<file path="config.mk">
export PLATFORM = sky130hd
export DESIGN_NAME = monte_carlo_circle_hit_counter_unit
export DESIGN_NICKNAME = d
export VERILOG_FILES = /design/src/sv/mchc_pkg.sv /design/src/sv/mchc_fifo.sv /design/src/sv/mchc_front.sv /design/src/sv/mchc_back.sv /design/src/sv/monte_carlo_circle_hit_counter_unit.sv
export SDC_FILE = /design/constraint.sdc
export NUM_CORES = 2
export LEC_CHECK = 0
export BUFFER_PORTS_ARGS = -buffer_cell sky130_fd_sc_hd__buf_2
export CAP_MARGIN = 15
export CORE_ASPECT_RATIO = 0.6
export CORE_UTILIZATION = 39
export DETAILED_ROUTE_END_ITERATION = 10
export PLACE_DENSITY = 0.63
export SYNTH_ARGS = -nofsm -noshare
export SYNTH_HDL_FRONTEND = slang
export SYNTH_SLANG_ARGS = --single-unit
</file>
<file path="constraint.sdc">
create_clock -name i_clk -period 21.9 [get_ports i_clk]
set_input_delay 1.095 -clock i_clk [delete_from_list [all_inputs] [get_ports i_clk]]
set_output_delay 1.095 -clock i_clk [all_outputs]
set_load 0.005 [all_outputs]
</file>
<file path="src/sv/mchc_pkg.sv">
// ============================================================================
// mchc_pkg
// Shared types and constants of the circle hit counter.
// ============================================================================
package mchc_pkg;

    localparam logic [31:0] BASE_SEED_RST = 32'hDEAD_BEEF;
    localparam logic [31:0] MIX_GOLDEN    = 32'h9e37_79b9;
    localparam logic [31:0] MIX_MUL1      = 32'h85eb_ca6b;
    localparam logic [31:0] MIX_MUL2      = 32'hc2b2_ae35;
    localparam logic [32:0] HIT_MAX       = {33{1'b1}};
    // 1.0 less one ulp below it (2^-24), in units of 2^-25
    localparam logic [26:0] HIT_LIMIT     = 27'(33554430);

    typedef struct packed {
        logic [31:0] seed;
        logic        first;
        logic        last;
    } t_job;

    typedef struct packed {
        logic full;
        logic empty;
    } t_q_stat;

    typedef enum logic [3:0] {
        ST_IDLE,
        ST_MIX1,
        ST_MIX2,
        ST_MIX3,
        ST_GEN1,
        ST_GEN2,
        ST_LOAD,
        ST_NORM,
        ST_ROUND,
        ST_SQR,
        ST_FIX,
        ST_DONE
    } t_state;

endpackage

</file>
<file path="src/sv/mchc_fifo.sv">
// ============================================================================
// mchc_fifo
// Two-entry job queue between the front and the back.
// ============================================================================
module mchc_fifo
    import mchc_pkg::*;
(
    input  logic    i_clk,
    input  logic    i_rst_n,
    input  logic    i_wr_en,
    input  t_job    i_wr_job,
    input  logic    i_rd_en,
    output t_job    o_rd_job,
    output t_q_stat o_stat
);

    t_job       r_mem [2];
    logic       r_wr_ptr;
    logic       r_rd_ptr;
    logic [1:0] r_count;

    always_ff @(posedge i_clk) begin
        if (!i_rst_n) begin
            r_wr_ptr <= 1'b0;
            r_rd_ptr <= 1'b0;
            r_count  <= 2'd0;
        end else begin
            if (i_wr_en) begin
                r_wr_ptr <= ~r_wr_ptr;
            end
            if (i_rd_en) begin
                r_rd_ptr <= ~r_rd_ptr;
            end
            if (i_wr_en && !i_rd_en) begin
                r_count <= r_count + 2'd1;
            end else if (!i_wr_en && i_rd_en) begin
                r_count <= r_count - 2'd1;
            end
        end
    end

    always_ff @(posedge i_clk) begin
        if (i_wr_en) begin
            r_mem[r_wr_ptr] <= i_wr_job;
        end
    end

    assign o_rd_job     = r_mem[r_rd_ptr];
    assign o_stat.full  = (r_count == 2'd2);
    assign o_stat.empty = (r_count == 2'd0);

endmodule

</file>
<file path="src/sv/mchc_front.sv">
// ============================================================================
// mchc_front
// Holds the base seed and turns each accepted item into a seeded job.
// ============================================================================
module mchc_front
    import mchc_pkg::*;
(
    input  logic        i_clk,
    input  logic        i_rst_n,
    input  logic        i_cfg_valid,
    input  logic [31:0] i_cfg_data,
    output logic        o_cfg_ready,
    input  logic        i_push,
    input  logic [31:0] i_sample_index,
    input  logic        i_first,
    input  logic        i_last,
    input  t_q_stat     i_q_stat,
    output logic        o_wr_en,
    output t_job        o_wr_job
);

    logic [31:0] r_base_seed;

    always_ff @(posedge i_clk) begin
        if (!i_rst_n) begin
            r_base_seed <= BASE_SEED_RST;
        end else if (i_cfg_valid) begin
            r_base_seed <= i_cfg_data;
        end
    end

    assign o_cfg_ready    = 1'b1;
    assign o_wr_en        = i_push && !i_q_stat.full;
    // seed wraps mod 2^32
    assign o_wr_job.seed  = i_sample_index + r_base_seed;
    assign o_wr_job.first = i_first;
    assign o_wr_job.last  = i_last;

endmodule

</file>
<file path="src/sv/mchc_back.sv">
// ============================================================================
// mchc_back
// Sequencer: seed mixing, generator steps, float squares, hit test, count.
// ============================================================================
module mchc_back
    import mchc_pkg::*;
(
    input  logic        i_clk,
    input  logic        i_rst_n,
    input  t_q_stat     i_q_stat,
    input  t_job        i_job,
    output logic        o_rd_en,
    output logic        o_empty,
    input  logic        i_pop,
    output logic        o_inside_res,
    output logic [32:0] o_hit_total,
    output logic        o_run_done
);

    t_state r_state;
    t_state n_state;

    logic [31:0] r_acc;
    logic [31:0] r_p;
    logic [31:0] r_s [4];
    logic [1:0]  r_i;
    logic        r_k;
    logic [31:0] r_raw [2];
    logic [25:0] r_f [2];
    logic [31:0] r_n;
    logic signed [5:0] r_e;
    logic [23:0] r_m;
    logic        r_zero;
    logic [47:0] r_sq;
    logic        r_first;
    logic        r_last;
    logic [32:0] r_hits;
    logic        r_out_valid;
    logic        r_out_inside;
    logic        r_out_done;

    logic        out_free;
    logic        hit;
    logic [32:0] hits_base;
    logic [31:0] acc_add;
    logic [31:0] mix_w;
    logic [31:0] gen_t;
    logic [24:0] m_sum;
    logic        m_up;
    logic        sq_n;
    logic [47:0] sq_norm;
    logic [24:0] q_sum;
    logic        q_ov;
    logic [23:0] q_val;
    logic signed [7:0] shamt;
    logic [25:0] f_val;

    assign out_free = !r_out_valid || i_pop;
    assign o_rd_en  = (r_state == ST_IDLE) && !i_q_stat.empty;

    always_ff @(posedge i_clk) begin
        if (!i_rst_n) begin
            r_state <= ST_IDLE;
        end else begin
            r_state <= n_state;
        end
    end

    always_comb begin
        n_state = r_state;
        case (r_state)
            ST_IDLE:  if (!i_q_stat.empty) n_state = ST_MIX1;
            ST_MIX1:  n_state = ST_MIX2;
            ST_MIX2:  n_state = ST_MIX3;
            ST_MIX3:  n_state = (r_i == 2'd3) ? ST_GEN1 : ST_MIX1;
            ST_GEN1:  n_state = ST_GEN2;
            ST_GEN2:  n_state = r_k ? ST_LOAD : ST_GEN1;
            ST_LOAD:  n_state = ST_NORM;
            ST_NORM:  if (r_n == 32'd0 || r_n[31]) n_state = ST_ROUND;
            ST_ROUND: n_state = ST_SQR;
            ST_SQR:   n_state = ST_FIX;
            ST_FIX:   n_state = r_k ? ST_DONE : ST_LOAD;
            ST_DONE:  if (out_free) n_state = ST_IDLE;
            default:  n_state = ST_IDLE;
        endcase
    end

    // SplitMix32 pieces
    assign acc_add = r_acc + MIX_GOLDEN;
    assign mix_w   = acc_add ^ (acc_add >> 16);
    // xoshiro128** scrambler, first half
    assign gen_t   = r_s[1] * 32'd5;

    // int to float, round to nearest even
    assign m_up  = r_n[7] && ((|r_n[6:0]) || r_n[8]);
    assign m_sum = {1'b0, r_n[31:8]} + {24'd0, m_up};

    // square rounding
    assign sq_n    = ~r_sq[47];
    assign sq_norm = sq_n ? {r_sq[46:0], 1'b0} : r_sq;
    assign q_sum   = {1'b0, sq_norm[47:24]}
                     + {24'd0, sq_norm[23] && ((|sq_norm[22:0]) || sq_norm[24])};
    assign q_ov    = q_sum[24];
    assign q_val   = q_ov ? 24'h80_0000 : q_sum[23:0];
    // square in units of 2^-25 is q_val * 2^-(shamt)
    assign shamt   = 8'(2 * 8'(r_e)) + 8'(sq_n) - 8'(q_ov) - 8'sd1;

    always_comb begin
        if (r_zero) begin
            f_val = 26'd0;
        end else if (shamt < 0) begin
            f_val = {2'b00, q_val} << 2'(-shamt);
        end else if (shamt > 8'sd25) begin
            f_val = 26'd0;
        end else begin
            f_val = {2'b00, q_val} >> 5'(shamt);
        end
    end

    assign hit       = ({1'b0, r_f[0]} + {1'b0, r_f[1]}) <= HIT_LIMIT;
    assign hits_base = r_first ? 33'd0 : r_hits;

    always_ff @(posedge i_clk) begin
        case (r_state)
            ST_IDLE: begin
                r_acc   <= i_job.seed;
                r_first <= i_job.first;
                r_last  <= i_job.last;
                r_i     <= 2'd0;
            end
            ST_MIX1: begin
                r_acc <= acc_add;
                r_p   <= mix_w * MIX_MUL1;
            end
            ST_MIX2: begin
                r_p <= (r_p ^ (r_p >> 13)) * MIX_MUL2;
            end
            ST_MIX3: begin
                r_s[r_i] <= r_p ^ (r_p >> 16);
                r_i      <= r_i + 2'd1;
                r_k      <= 1'b0;
            end
            ST_GEN1: begin
                r_p <= gen_t;
            end
            ST_GEN2: begin
                r_raw[r_k] <= {r_p[24:0], r_p[31:25]} * 32'd9;
                r_s[2]     <= r_s[2] ^ r_s[0] ^ (r_s[1] << 9);
                r_s[3]     <= {r_s[3][20:0] ^ r_s[1][20:0],
                               r_s[3][31:21] ^ r_s[1][31:21]};
                r_s[1]     <= r_s[1] ^ r_s[2] ^ r_s[0];
                r_s[0]     <= r_s[0] ^ r_s[3] ^ r_s[1];
                r_k        <= ~r_k;
            end
            ST_LOAD: begin
                r_n <= r_raw[r_k];
                r_e <= 6'sd0;
            end
            ST_NORM: begin
                if (r_n != 32'd0 && !r_n[31]) begin
                    r_n <= {r_n[30:0], 1'b0};
                    r_e <= r_e + 6'sd1;
                end
            end
            ST_ROUND: begin
                r_zero <= (r_n == 32'd0);
                if (m_sum[24]) begin
                    r_m <= 24'h80_0000;
                    r_e <= r_e - 6'sd1;
                end else begin
                    r_m <= m_sum[23:0];
                end
            end
            ST_SQR: begin
                r_sq <= r_m * r_m;
            end
            ST_FIX: begin
                r_f[r_k] <= f_val;
                r_k      <= ~r_k;
            end
            default: begin
            end
        endcase
    end

    always_ff @(posedge i_clk) begin
        if (!i_rst_n) begin
            r_hits      <= 33'd0;
            r_out_valid <= 1'b0;
        end else begin
            if (i_pop && r_out_valid) begin
                r_out_valid <= 1'b0;
            end
            if (r_state == ST_DONE && out_free) begin
                r_out_valid <= 1'b1;
                if (hit && hits_base != HIT_MAX) begin
                    r_hits <= hits_base + 33'd1;
                end else begin
                    r_hits <= hits_base;
                end
            end
        end
    end

    always_ff @(posedge i_clk) begin
        if (r_state == ST_DONE && out_free) begin
            r_out_inside <= hit;
            r_out_done   <= r_last;
        end
    end

    assign o_empty      = !r_out_valid;
    assign o_inside_res = r_out_inside;
    assign o_hit_total  = r_hits;
    assign o_run_done   = r_out_done;

endmodule

</file>
<file path="src/sv/monte_carlo_circle_hit_counter_unit.sv">
// ============================================================================
// monte_carlo_circle_hit_counter_unit
// Monte Carlo point generator, unit circle test and running hit count.
// ============================================================================
// Use:
//   Input queue side: drive the sample index, first and last flags and
//   raise push; an item is taken on a clock edge with push high and full
//   low. Up to two items wait in the job queue while the back works.
//   Result queue side: while empty is low the oldest result is on the
//   o_ ports; pop high on an edge takes it. One result per item.
//   Configuration: a write with i_cfg_valid high replaces the base seed
//   (o_cfg_ready is always high); write it only while the block is idle.
//   Sequencing: the back sequencer runs the seed mixing, then the
//   generator steps, then per coordinate the one-bit normalising
//   shifter, which shifts once per leading zero of the random word,
//   plus rounding and the squarer; time per item depends on the words.
//   Items do not overlap; the back starts a new item only when idle.
//   Reset (synchronous, active low) clears the queues, the hit count and
//   sets the base seed to its default.
//   When the receiver stalls, hold the finished result in the output
//   register; the back waits, and the front keeps filling its queue.
// ============================================================================
module monte_carlo_circle_hit_counter_unit
    import mchc_pkg::*;
(
    input  logic        i_clk,
    input  logic        i_rst_n,
    input  logic        i_cfg_valid,
    output logic        o_cfg_ready,
    input  logic [31:0] i_cfg_data,
    input  logic        push,
    output logic        full,
    input  logic [31:0] i_sample_index,
    input  logic        i_first,
    input  logic        i_last,
    output logic        empty,
    input  logic        pop,
    output logic        o_inside_res,
    output logic [32:0] o_hit_total,
    output logic        o_run_done
);

    t_q_stat q_stat;
    t_job    wr_job;
    t_job    rd_job;
    logic    wr_en;
    logic    rd_en;

    // front: seed each item and queue it
    mchc_front u_front (
        .i_clk          (i_clk),
        .i_rst_n        (i_rst_n),
        .i_cfg_valid    (i_cfg_valid),
        .i_cfg_data     (i_cfg_data),
        .o_cfg_ready    (o_cfg_ready),
        .i_push         (push),
        .i_sample_index (i_sample_index),
        .i_first        (i_first),
        .i_last         (i_last),
        .i_q_stat       (q_stat),
        .o_wr_en        (wr_en),
        .o_wr_job       (wr_job)
    );

    mchc_fifo u_fifo (
        .i_clk    (i_clk),
        .i_rst_n  (i_rst_n),
        .i_wr_en  (wr_en),
        .i_wr_job (wr_job),
        .i_rd_en  (rd_en),
        .o_rd_job (rd_job),
        .o_stat   (q_stat)
    );

    // back: generate the point, test it, count it
    mchc_back u_back (
        .i_clk        (i_clk),
        .i_rst_n      (i_rst_n),
        .i_q_stat     (q_stat),
        .i_job        (rd_job),
        .o_rd_en      (rd_en),
        .o_empty      (empty),
        .i_pop        (pop),
        .o_inside_res (o_inside_res),
        .o_hit_total  (o_hit_total),
        .o_run_done   (o_run_done)
    );

    assign full = q_stat.full;

endmodule

</file>
==> results.ini <==
[clock_network]
clock_latency_ps = 690
h-tree-depth = 3
cts_sinks = 569
ctsHoldBuffers = 0
cts_resized = 0
cts_tree = done
cts_root_buf = clkbuf_16
postCtsSetupRepairBufs = 0
cts_buffers = 67
cts_max_path_buffers = 3
clk_pin_slew_worst_paths_ps = 60

[routing]
wirelength_mm = 201.0
via_per_inst = 5.411
dr.pass1.iters = 6
highest_layer = met5
wl_met2_mm = 67.32
wl_met3_mm = 30.02
wl_per_cell_um = 22.13
ant_nets = 0
met1_length_mm = 101.1
drc = 0
drt_iter0_markers = 5329
vias = 49140

[synthesis]
yosysSeqAreaShare = 0.2433
post-synth-top-area-cell = fa_1
yosysTopAreaCellShare = 0.2449
netlist_top_cells_count = inv_1 (1,175), fa_1 (821), ha_1 (739)
synthTopCellsByArea = fa_1 (24%), edfxtp_1 (22%), ha_1 (14%), inv_1 (6.6%), xnor2_1 (3.9%)
syn-num-nets = 8314
synth_most_common_cell = inv_1
avgSynthCellArea_sq_um = 10.04
netlist_area_sq_um = 67110
synthCells = 6683
ys_seq_elements = 569
synth_ff_type = edfxtp_1
synth-edff-count = 493
yosysWarnings = 0
synth_cell_types = 91
async_reset_ff_frac = 0

[grt]
grt_max_degree = 118
overflow = 0
grt_pass1_vias = 48090
antenna_found_initial = 8
grt_usage = 0.2329
grt_first_pass_wirelength_mm = 303.5

[setup_path]
reg2reg_from = u_back.r_acc[0]
startpoint = u_back.r_acc[0]
start_kind = register
critPathKind = register to register
path_common_cell = fa_1
reg2reg_depth = 33
crit_path_max_fanout = 7
reg2reg_to = u_back.r_p[31]
crit_required_ps = 22320
critPathMaxStageDelay_ps = 800
crit_slowest_cell = xor2_1
arrival_ps = 10850
end_kind = register
r2r_slack_ps = 11470

[hold_path]
min_path_type = register to register
min_from = u_back.o_hit_total[1]
hold_depth = 2
min_to = u_back.o_hit_total[1]

[timing]
timing.fmax_mhz = 95.90
slew_headroom = 0.2053
worst_pin_slew_ps = 1181
slew_violations = 0
rsz0062_at_grt = no
period_needed_ps = 10430
finalHoldViolCount = 0
setup_ws_ps = 11470
setup_viol = 0
tns_ps = 0
finClkSkew_ps = 40.34
holdWs_ps = 477.7
timing.final.crit_share = 0.4762

[placement]
io_buffers = 107
place_congestion = 0.9924
pre_cts_ws_ps = 11760
hpwl_mm = 165.6

[die]
dieHeight_um = 323.3
core_sq_um = 170300
io_pins = 109
num_rows = 117
start_util = 0.3942
fp.dieW_um = 537.5
dieArea_sq_um = 173800

[job]
cap_violations = 0

[outcome]
status = finished clean

[finish]
drive_gt1_frac = 0.05563
area_delta_synth_final_pct = 8.399
fin_nets = 8391

[metrics by stage]
stage	cells	cell area, sq um	utilization
after floorplan	6683	67110	-
after global placement	8952	70530	0.4142
after detailed placement	8952	70530	0.4142
after CTS	9074	72730	0.4272
after global routing	9075	72730	0.4272
final	9081	72750	0.4273
[how the worst max path moves through the flow]
stage	cells past startpoint	slack, ps	to
after floorplan	31	13160	u_back.r_p[31]
after global placement	34	11780	u_back.r_p[31]
after detailed placement	34	11760	u_back.r_p[31]
after CTS	34	11710	u_back.r_p[31]
after global routing	34	11140	u_back.r_p[31]
final	33	11470	u_back.r_p[31]
[layer usage]
layer | global-route usage | vias up
met5 | 0 | -
met4 | 0.03298 | 2
met3 | 0.1023 | 164
met2 | 0.2669 | 2188
met1 | 0.3830 | 24360
li1 | - | 22420
[worst max-delay path, delay by kind of cell, from the launching register on]
family / cells / cell delay [ps]
xor gates and xnor gates: 4 / 2010
adders and majority gates: 10 / 4390
AOI/OAI and AO/OA: 8 / 2070
and+or+nand+nor: 7 / 970
DFF: 1 / 470
buffers and inverters: 4 / 240
[layout by cell type, fill, tap and decap left out, types with 62 or more instances in the layout]
cell       instances
a21oi_1          256
nand2_1          438
fa_1             821
nor3_1           102
nor2_1           357
o21ai_0          231
ha_1             739
xnor2_1          296
nor2b_1           62
clkbuf_16         68
edfxtp_1         493
nand3_1          107
buf_2            107
mux2i_1          138
and2_1           182
buf_4             91
inv_1           1175
dfxtp_1           74
xor2_1           221
a21o_1            91
[layout make-up]
type | instances | area [sq um]
inverter | 1177 | 4418
clock inverter | 36 | 427.9
timing repair buffer | 198 | 1219
antenna | 7 | 17.52
multi-input combinational | 4747 | 45730
sequential | 569 | 16330
fill | 16350 | 97500
clock buffer | 86 | 1779
tap | 2261 | 2829
[state kept, by name, summed over array words and instances, names as in the netlist, 2 cells and up, named ones only]
name,flops
u_fifo.r_mem,68
u_back.o_hit_total,33
u_back.r_sq,47
u_back.r_raw,64
u_back.r_f,52
u_fifo.r_count,2
u_back.r_i,2
u_back.r_s,128
u_back.r_n,32
u_back.r_acc,32
u_front.r_base_seed,32
u_back.r_p,32
u_back.r_e,6
u_back.r_m,24
u_back.r_state,4
[cells by family (layout without fill, tap and decap cells)]
logic type      Yosys count  count (layout)  share of synthesized area
mux                     161             161                    0.02478
xor+xnor                522             522                    0.06894
compound gates          971             971                    0.09269
simple gates           1532            1532                     0.1106
flops                   569             569                     0.2433
buf+inv                1367            1497                    0.07701
fa+ha+maj              1560            1560                     0.3827
other cells               1               8                 0.00005588
Power is not shown: default switching activity piles up to over one toggle a cycle in this logic, so the estimate is an artifact.
